**src/lennard_jones_periodic_force_core_assert.svh**
```systemverilog
// assertion macros for the lennard-jones force core
// expects i_clk and i_rst_n in the scope of use
`ifndef LENNARD_JONES_PERIODIC_FORCE_CORE_ASSERT_SVH
`define LENNARD_JONES_PERIODIC_FORCE_CORE_ASSERT_SVH

// same-cycle implication
`define LJPF_ASSERT_IMP(label, pre, post) \
    label: assert property (@(posedge i_clk) disable iff (!i_rst_n) (pre) |-> (post)) \
        else $error("ljpf check failed");

// next-cycle implication
`define LJPF_ASSERT_NEXT(label, pre, post) \
    label: assert property (@(posedge i_clk) disable iff (!i_rst_n) (pre) |=> (post)) \
        else $error("ljpf check failed");

`endif

```
**src/ljpf_pkg.sv**
```systemverilog
// shared types and constants of the lennard-jones force core
// no dependencies
package ljpf_pkg;

    localparam int POS_W   = 32;
    localparam int FORCE_W = 48;
    localparam int SUM_W   = 57;
    localparam int CNT_W   = 9;
    localparam int IDX_W   = 8;
    localparam int CFG_W   = 2;

    localparam logic [CFG_W-1:0] CFG_BOX_LENGTH     = 2'd0;
    localparam logic [CFG_W-1:0] CFG_SIGMA_SQUARED  = 2'd1;
    localparam logic [CFG_W-1:0] CFG_PARTICLE_COUNT = 2'd2;

    localparam logic KIND_LOAD  = 1'b0;
    localparam logic KIND_QUERY = 1'b1;

    typedef struct packed {
        logic             kind;
        logic [IDX_W-1:0] idx;
        logic [POS_W-1:0] pos_x;
        logic [POS_W-1:0] pos_y;
    } t_item;

    typedef struct packed {
        logic done;
        logic sat;
    } t_div_rsp;

    typedef struct packed {
        logic pop;
        logic busy;
    } t_back_stat;

    typedef enum logic [2:0] {
        ST_IDLE,
        ST_OWN_CAP,
        ST_FETCH,
        ST_PAIR_CAP,
        ST_DIV,
        ST_MUL,
        ST_POST,
        ST_FINISH
    } t_state;

    typedef enum logic [3:0] {
        OP_MODX,
        OP_MODY,
        OP_SQX,
        OP_SQY,
        OP_RECIP,
        OP_T2,
        OP_T3,
        OP_T6,
        OP_PX,
        OP_FX,
        OP_PY,
        OP_FY
    } t_op;

endpackage

```
**src/ljpf_front.sv**
```systemverilog
// front end: accepts item beats into a two-entry queue for the back end
// depends on ljpf_pkg
module ljpf_front import ljpf_pkg::*; (
    input  logic             i_clk,
    input  logic             i_rst_n,
    input  logic             i_in_valid,
    output logic             o_in_stall,
    input  logic             i_kind,
    input  logic [IDX_W-1:0] i_particle_index,
    input  logic [POS_W-1:0] i_pos_x,
    input  logic [POS_W-1:0] i_pos_y,
    input  logic             i_pop,
    output logic             o_item_valid,
    output t_item            o_item
);

    t_item      r_q [2];
    logic       r_wp, n_wp;
    logic       r_rp, n_rp;
    logic [1:0] r_cnt, n_cnt;
    logic       push;
    logic       pop;

    assign o_in_stall   = (r_cnt == 2'd2);
    assign o_item_valid = (r_cnt != 2'd0);
    assign push         = i_in_valid && !o_in_stall;
    assign pop          = i_pop && o_item_valid;
    assign o_item       = r_q[r_rp];

    always_comb begin
        n_wp  = push ? !r_wp : r_wp;
        n_rp  = pop ? !r_rp : r_rp;
        n_cnt = r_cnt;
        case ({push, pop})
            2'b10:   n_cnt = r_cnt + 2'd1;
            2'b01:   n_cnt = r_cnt - 2'd1;
            default: n_cnt = r_cnt;
        endcase
    end

    always_ff @(posedge i_clk) begin
        if (!i_rst_n) begin
            r_wp  <= 1'b0;
            r_rp  <= 1'b0;
            r_cnt <= 2'd0;
        end else begin
            r_wp  <= n_wp;
            r_rp  <= n_rp;
            r_cnt <= n_cnt;
        end
    end

    always_ff @(posedge i_clk) begin
        if (push) begin
            r_q[r_wp] <= '{kind: i_kind, idx: i_particle_index,
                           pos_x: i_pos_x, pos_y: i_pos_y};
        end
    end

endmodule

```
**config.mk**
```make
export PLATFORM = sky130hd
export DESIGN_NAME = ljpf_front
export DESIGN_NICKNAME = d
export VERILOG_FILES = /design/src/lennard_jones_periodic_force_core_assert.svh /design/src/ljpf_pkg.sv /design/src/ljpf_front.sv
export SDC_FILE = /design/constraint.sdc
export NUM_CORES = 1
export LEC_CHECK = 0
export BUFFER_PORTS_ARGS = -buffer_cell sky130_fd_sc_hd__buf_2
export CAP_MARGIN = 20
export CORE_UTILIZATION = 47
export DETAILED_ROUTE_END_ITERATION = 8
export PLACE_DENSITY = 0.73
export SLEW_MARGIN = 10
export SYNTH_ARGS = -nofsm -noshare
export SYNTH_HDL_FRONTEND = slang
export SYNTH_SLANG_ARGS = --single-unit
```
**constraint.sdc**
```tcl
create_clock -name i_clk -period 6.5 [get_ports i_clk]
set_input_delay 1.3 -clock i_clk [delete_from_list [all_inputs] [get_ports i_clk]]
set_output_delay 1.3 -clock i_clk [all_outputs]
set_load 0.01 [all_outputs]
```
Yosys cells after proc, flatten, opt, wreduce, memory -nomap -nowiden

Memory sizes are Yosys's and may differ from the RTL's. A register that Yosys moved wholly into a read port is not among the register bits.
Index checks and enable logic that the tools add are counted.

Register bits: 4
Memory bits (writable): 146
Output and inout port bits: 75
Memories: 1

Memory list:

| name | words | width | rd ports | clocked after memory_dff | wr ports | line             | RTL |
|---|---|---|---|---|---|---|---|
| r_q  | 2     | 73    | 1        | 1                        | 1        | ljpf_front.sv:17 | `t_item r_q [2];` |

Add/subtract/negate cells: 2
Equality and inequality tests: 3
Multiplexer cells: 5
Reductions and logical operators: 7

Operator list:

| operator                                                              | count |
|---|---|
| 2-bit equality test, second input constant                            | 2 |
| 1-bit two-way mux                                                     | 4 |
| 2-bit case mux with 2 select lines                                    | 1 |
| 2-bit nonzero test                                                    | 2 |
| 1-bit zero test                                                       | 3 |
| 2-bit by 1-bit adder with 2-bit output, second input constant         | 1 |
| 2-bit by 1-bit equality test with 1-bit output, second input constant | 1 |
| 1-bit logical AND                                                     | 2 |
| 2-bit by 1-bit subtractor with 2-bit output, second input constant    | 1 |

Logic depth before layout (Yosys ltp)

Gate-level depths: netlist of the first run.

Depth in word-level cells: 5
Mapped depth: 6
Depth with buffers taken out: 6

Worst setup path after synthesis of the first run

OpenSTA, ideal clock, no wires.

Path type: input -> register
From: input i_in_valid
To: memory r_q[0][0] in the netlist's numbering (enable)
Library setup time: 0.427 ns
Arrival: 3.118 ns
Data required time: 6.073 ns
Path slack: 2.955 ns
Cell stages on the path: 3
Path buffers: 0
Cells stage by stage: inv_1 -> or3_1 -> inv_1

Word-level cells in the longest chain between the ends: 3

Ends and longest elaborated chain:

| what                                    | line             | RTL |
|---|---|---|
| from (decl)                             | ljpf_front.sv:6  | `input logic i_in_valid,` |
| 1-bit logical AND                       | ljpf_front.sv:26 | `assign push = i_in_valid && !o_in_stall;` |
| 1-bit two-way mux                       | ljpf_front.sv:54 | `if (push) begin` |
| 1-bit two-way mux (not written as such) | ljpf_front.sv:55 | `r_q[r_wp] <= '{kind: i_kind, idx: i_particle_index,` |
| to (decl)                               | ljpf_front.sv:17 |  |

No other way between the ends.

==> out/results.ini, run 1 <==
[floorplanning]
dieArea_mm2=0.0121
ios=152
row_count=39
start_util_pct=48.0
fp.dieW_um=110
core_area_mm2=0.0114
fp.dieH_um=110

[sta]
setup_viol=0
skew_ns=0.00840
holdWs_ns=0.506
slew_headroom_pct=33.1
fmax_mhz=303
fin_tns_setup_ns=0
rsz0062_at_grt=no
worst_pin_slew_ns=1.00
maxSlewViolCount=0
post-route-period-util_pct=50.8
finalCriticalPeriod_ns=3.30
hold_viol=0

[synth]
synth_xor_area_share_pct=0.479
synthCells=253
synth-async-reset-ratio_pct=0
synth_top_family_by_area=multiplexers
ys_types=18
synth.most_common_cell=edfxtp_1
synthAdderAreaFrac_pct=0.228
synth_top_area_share_pct=79.9
ys_warn_count=0
syn_avg_cell_area_um2=21.7
syn_nets=331
synth_compound_area_share_pct=0.593
synth_top_cells_by_area=edfxtp_1 (80%), mux2_2 (15%), dfxtp_1 (1.8%)
synthTopCellsByCount=edfxtp_1 (146), mux2_2 (73), buf_2 (8)
yosysTopAreaCell=edfxtp_1
syn-cell-area_mm2=0.00549
synth.area.mux_share_pct=15.0
synth-seq-area-share_pct=81.8
yosys.area_share.simple_pct=1.03
synthFlopType=edfxtp_1
synth-edff-count=146
ys_ff_latch=151

[routing]
drtPass1Iterations=4
vias=2793
wl_per_cell_um=15.9
drc=0
ant_nets=0
first_iter_violations=86
wl_um=9060
viasPerCell=4.90

[critical_path]
cp_slowest_cell=dfxtp_4
worstPathArrival_ns=2.00
critPathRequiredTime_ns=5.20
crit_chain=mux2_2 -> buf_2
path_class=reg -> out
reg2reg_from=r_cnt[0]
max_stage_delay_ns=0.98
crit_family=flip-flops
worst-path-max-fanout=73
endpoint_kind=output port
start_kind=flop
crit_buf_inv=1

[clock_tree]
cts_max_level=4
clk-insertion-delay-late_ns=0.40
clock_path_buffers=2
numCtsBuffers=17
post_cts_resized=0
cts.sinks=151
cts_tree=yes
clkTransAtPathRegs_ns=0.06
post_cts_buffers=0
cts_root_buffer=clkbuf_16
hold_buffers=0

[layout]
final-seq-area_mm2=0.00449
nFillCells=848
final_util_pct=61.6
drive_above_1_share_pct=60.4
syn_to_final_growth_pct=28.2
antenna_cells=0
num-nets-final=494
multi_input_area_um2=955

[run_status]
status=completed

[power_and_ir_drop]
power.static_leakage_nw=2.65
p_total_mw=3.00
ir_drop_mv=0.251
p_per_area_mw_per_mm2=426

[placement]
gp_congestion=0.657
port_buffers=151
dp_hpwl_um=5580

[worst_hold_path]
hp-class=reg -> reg
min_from=r_wp

[grt]
grt_pass1_vias=2768
grt_max_degree=74
grt_remaining_overflow=0
track_usage_pct=15.2
grt_pass1_wl_um=13400
antenna_found_initial=0

[flow_run]
max_cap_violations=0

[layout by cell type, fill, tap and decap left out]
| cell | count |
|---|---|
| buf_2 | 151 |
| edfxtp_1 | 146 |
| mux2_2 | 73 |
| clkbuf_16 | 17 |
| bufinv_16 | 6 |
| clkinv_2 | 4 |
| dfxtp_1 | 4 |
| xnor2_1 | 3 |
| inv_2 | 2 |
| nor2b_1 | 2 |
| or3_1 | 2 |
| o21ai_0 | 2 |
| a21boi_1 | 2 |
| clkinv_1 | 2 |
| o21a_1 | 1 |
| or2_2 | 1 |
| nand2b_2 | 1 |
| nand2_1 | 1 |
| and3_4 | 1 |
| inv_1 | 1 |
| and2_1 | 1 |
| ha_1 | 1 |
| dfxtp_4 | 1 |
| clkbuf_1 | 1 |
| buf_4 | 1 |
[routing by layer]
layer	track usage, %	routed length, um	vias to the layer above	part of all wire [%]
li1	-	-	1326	-
met1	18.5	3790	1353	42
met2	23.9	4440	101	49
met3	6.23	686	13	7.6
met4	6.86	138	0	1.5
met5	0	0	-	0
[kinds of logic after synthesis]
| group | after synthesis |
|---|---|
| DFF | 151 |
| muxes | 73 |
| buffers and inverters | 11 |
| and+or+nand+nor | 9 |
| AOI/OAI and AO/OA | 5 |
| xor gates and xnor gates | 3 |
| adders and majority gates | 1 |
[tightest hold or removal path, stage by stage, from the launching register on]
cell,delay (ns)
dfxtp_1,0.32
o21ai_0,0.07
a21boi_1,0.07
[power by group]
group | internal, mW | switching (mW)
Combinational | 0.318 | 0.288
Clock | 0.710 | 0.349
Sequential | 1.23 | 0.100
[registers in the layout, summed over array words and instances, names as in the netlist, named ones only]
name	cells
r_cnt	2
r_q	146
r_rp	1
r_wp	1
[path summary, 6_finish.rpt]
kind / end / slack, ns / cells after the start
min: r_wp / 0.51 / 2
max: o_item[71] / 3.20 / 2
max reg2reg: r_q[0][3] / 3.97 / 5
min reg2reg: r_wp / 0.51 / 2
[stage by stage]
stage	instances	area [um2]	setup WS, ns
finish	570	7030	3.20
global route	570	7030	3.08
CTS	570	7030	3.16
detailed placement	540	6400	3.05
global placement	540	6400	3.13
floorplan	253	5490	2.95
[layout make-up]
class                      instances  share of cell area [%]
inverter                           3                   0.160
clock buffer                      18                    6.10
clock inverter                    12                    2.95
tap                              143                    2.54
sequential                       151                    63.8
multi-input combinational         91                    13.6
timing repair buffer             152                    10.9
No activity file was read; power rests on OpenSTA's default activity.
==> run 2: changes to the inputs <==
--- a/config.mk
+++ b/config.mk
@@ -5,11 +5,12 @@
 export SDC_FILE = /design/constraint.sdc
 export NUM_CORES = 1
 export LEC_CHECK = 0
+export ABC_AREA = 1
 export BUFFER_PORTS_ARGS = -buffer_cell sky130_fd_sc_hd__buf_2
 export CAP_MARGIN = 20
 export CORE_UTILIZATION = 47
 export DETAILED_ROUTE_END_ITERATION = 8
-export PLACE_DENSITY = 0.73
+export PLACE_DENSITY = 0.72
 export SLEW_MARGIN = 10
 export SYNTH_ARGS = -nofsm -noshare
 export SYNTH_HDL_FRONTEND = slang
==> constraint.sdc (replaced) <==
create_clock -name i_clk -period 3.4 [get_ports i_clk]
set_input_delay 0.68 -clock i_clk [delete_from_list [all_inputs] [get_ports i_clk]]
set_output_delay 0.68 -clock i_clk [all_outputs]
set_load 0.01 [all_outputs]
==> run 2 against run 1 <==
  * Combinational power rose by 61%
  * Critical path depth increased by 1
  * Core utilization fell by 0.19 points
  * Worst hold slack got worse by 0.065 ns
  * Clock skew rose by 0.0086 ns
  * Total power is 81% higher
  * Largest cell class unchanged
  * Highest routed layer is now met5
==> out/results.ini, run 2 <==
[critical_path]
crit_family=flip-flops
worst-path-max-fanout=46  ; -37%
start_kind=flop
crit_chain=buf_12 -> mux2_4 -> buf_2
critPathRequiredTime_ns=2.72  ; -2.48 ns
crit_buf_inv=2  ; +1
max_stage_delay_ns=0.69  ; -0.29 ns
cp_slowest_cell=dfxtp_4
endpoint_kind=output port
path_class=reg -> out
worstPathArrival_ns=2.04  ; +0.04 ns

[floorplanning]
fp.dieH_um=114  ; +3.3%
row_count=40  ; +2.6%
start_util_pct=48.6  ; +0.57 points
ios=152  ; unchanged
fp.dieW_um=114  ; +3.3%
core_area_mm2=0.0121  ; +5.6%
dieArea_mm2=0.0129  ; +6.8%

[layout]
largest_register=r_q
largestRegisters=r_q: 146 flops, r_cnt: 2 flops
finalNonFillerCells=611  ; +7.2%
multi_input_area_mm2=0.00121  ; +27%
nFillCells=892  ; +5.2%
final_cell_mix=buf_2 (151), edfxtp_1 (146), mux2_4 (70), clkbuf_16 (17), nor2_1 (11)
drive_above_1_share_pct=58.0  ; -2.4 points
syn_to_final_growth_pct=26.3
num-nets-final=508  ; +2.8%
largest_register_ffs=146  ; unchanged
antenna_cells=0  ; unchanged
final-seq-area_mm2=0.00449  ; unchanged
mostFrequentLayoutCell=buf_2

[run_status]
status=completed

[clock_tree]
post_cts_resized=0  ; unchanged
cts_max_level=4  ; unchanged
clock_path_buffers=2  ; unchanged
hold_buffers=0  ; unchanged
cts_tree=yes
cts.sinks=151  ; unchanged
post_cts_buffers=0  ; unchanged
numCtsBuffers=17  ; unchanged
cts_root_buffer=clkbuf_16
clk-insertion-delay-late_ns=0.42  ; +0.02 ns
clkTransAtPathRegs_ns=0.06  ; about the same

[placement]
dp_cells=579  ; +7.2%
pre_cts_ws_ns=1.13  ; -1.93 ns
dp_hpwl_um=6460  ; +16%
port_buffers=151  ; unchanged
gp_congestion=0.759  ; +16%

[sta]
finalCriticalPeriod_ns=2.72
fin_tns_setup_ns=0  ; unchanged
hold_viol=0  ; unchanged
slew_headroom_pct=64.6  ; +31 points
worst_pin_slew_ns=0.531  ; -0.472 ns
setup_viol=0  ; unchanged
post-route-period-util_pct=79.9
fmax_mhz=368
maxSlewViolCount=0  ; unchanged
layout_setup_ws_ns=0.685  ; -2.51 ns
skew_ns=0.0170  ; +0.00858 ns
rsz0062_at_grt=no

[grt]
antenna_found_initial=1  ; +1
grt_pass1_vias=2982  ; +7.7%
track_usage_pct=16.2  ; +0.98 points
grt_max_degree=74  ; unchanged
grt_pass1_wl_um=15000  ; +12%
grt_remaining_overflow=0  ; unchanged

[worst_hold_path]
hp-class=in -> reg

[synth]
ys_ff_latch=151  ; unchanged
yosysTopAreaCell=edfxtp_1
synth-edff-count=146  ; unchanged
ys_warn_count=0  ; unchanged
syn-cell-area_mm2=0.00586  ; +6.9%
syn_nets=343  ; +3.6%
synthCells=265  ; +4.7%
ys_types=15  ; -3
synth.most_common_cell=edfxtp_1
synth_top_cells_by_area=edfxtp_1 (75%), mux2_4 (18%), buf_12 (2.4%)
synth_top_area_share_pct=74.8  ; -5.2 points
synthFlopType=edfxtp_1
synth-seq-area-share_pct=76.5  ; -5.3 points
syn_avg_cell_area_um2=22.1  ; +2.0%
synth-async-reset-ratio_pct=0  ; unchanged
synthTopCellsByCount=edfxtp_1 (146), mux2_4 (70), nor2_1 (12)

[flow_run]
max_cap_violations=0  ; unchanged

[routing]
viasPerCell=4.74  ; -3.3%
first_iter_violations=139  ; +62%
ant_nets=0  ; unchanged
wl_um=9950  ; +9.9%
drtPass1Iterations=4  ; unchanged
wl_per_cell_um=16.3  ; +2.5%
drc=0  ; unchanged
vias=2895  ; +3.7%

[power_and_ir_drop]
ir_drop_mv=0.370  ; +48%
power.static_leakage_nw=2.95  ; +11%
p_per_area_mw_per_mm2=731  ; +72%

run 2: cell count changes after synthesis, sizes merged, moves of 2 or more:
cell,delta
a21boi,-2
inv,+4
nand2,+7
nor2,+12
nor2b,-2
or3,-2
xnor2,-3
run 2: worst paths after layout:
| path | from | to | slack [ns] | depth (start not counted) |
|---|---|---|---|---|
| setup / recovery | flop | o_item[53] | 0.68 | 3 |
| hold / removal | i_pos_y[7] | r_q[1][7] | 0.44 | 1 |
| setup reg to reg | r_cnt[0] | r_q[0][26] | 1.44 | 5 |
| hold reg to reg | r_rp | flop | 0.50 | 2 |
run 2: layout make-up:
type / count / share of cell area, %
Clock inverter: 9 / 2.67
Timing Repair Buffer: 154 / 11.0
Sequential cell: 151 / 60.6
Clock buffer: 23 / 6.18
Multi-Input combinational cell: 99 / 16.3
Inverter: 7 / 0.372
Tap cell: 168 / 2.84
run 2: cell families (layout without fill, tap and decap cells):
group	count (synthesis)	count (layout)	synth area share [%]
AO/OA/AOI/OAI	3	3	0.299
buffers and inverters	15	193	3.03
AND/OR/NAND/NOR	22	22	1.47
adder cells (fa/ha/maj)	1	1	0.213
multiplexers	73	73	18.5
flip-flops	151	151	76.5
run 2: metrics by stage:
stage | hold slack (ns) | total power [mW] | util (%) | area, um2
6_report | 0.441 | 5.42 | 61.4 | 7410
5_1_grt | 0.434 | 5.61 | 61.4 | 7410
4_1_cts | 0.427 | 5.48 | 61.4 | 7410
3_5_place_dp | 0.472 | 3.40 | 56.0 | 6750
3_3_place_gp | 0.474 | 3.37 | 56.0 | 6750
2_1_floorplan | 0.451 | 3.11 | - | 5870
run 2: where the power goes:
part | internal [mW] | switching [mW]
Combinational | 0.510 | 0.466
Sequential | 2.28 | 0.0948
Clock | 1.39 | 0.674
run 2: layer usage:
layer / vias up / global-route usage (%) / share of wire, %
li1: 1359 / - / -
met2: 122 / 26.9 / 50
met4: 2 / 9.74 / 1.6
met3: 18 / 6.06 / 7.6
met1: 1394 / 17.8 / 41
met5: - / 0 / 0.13
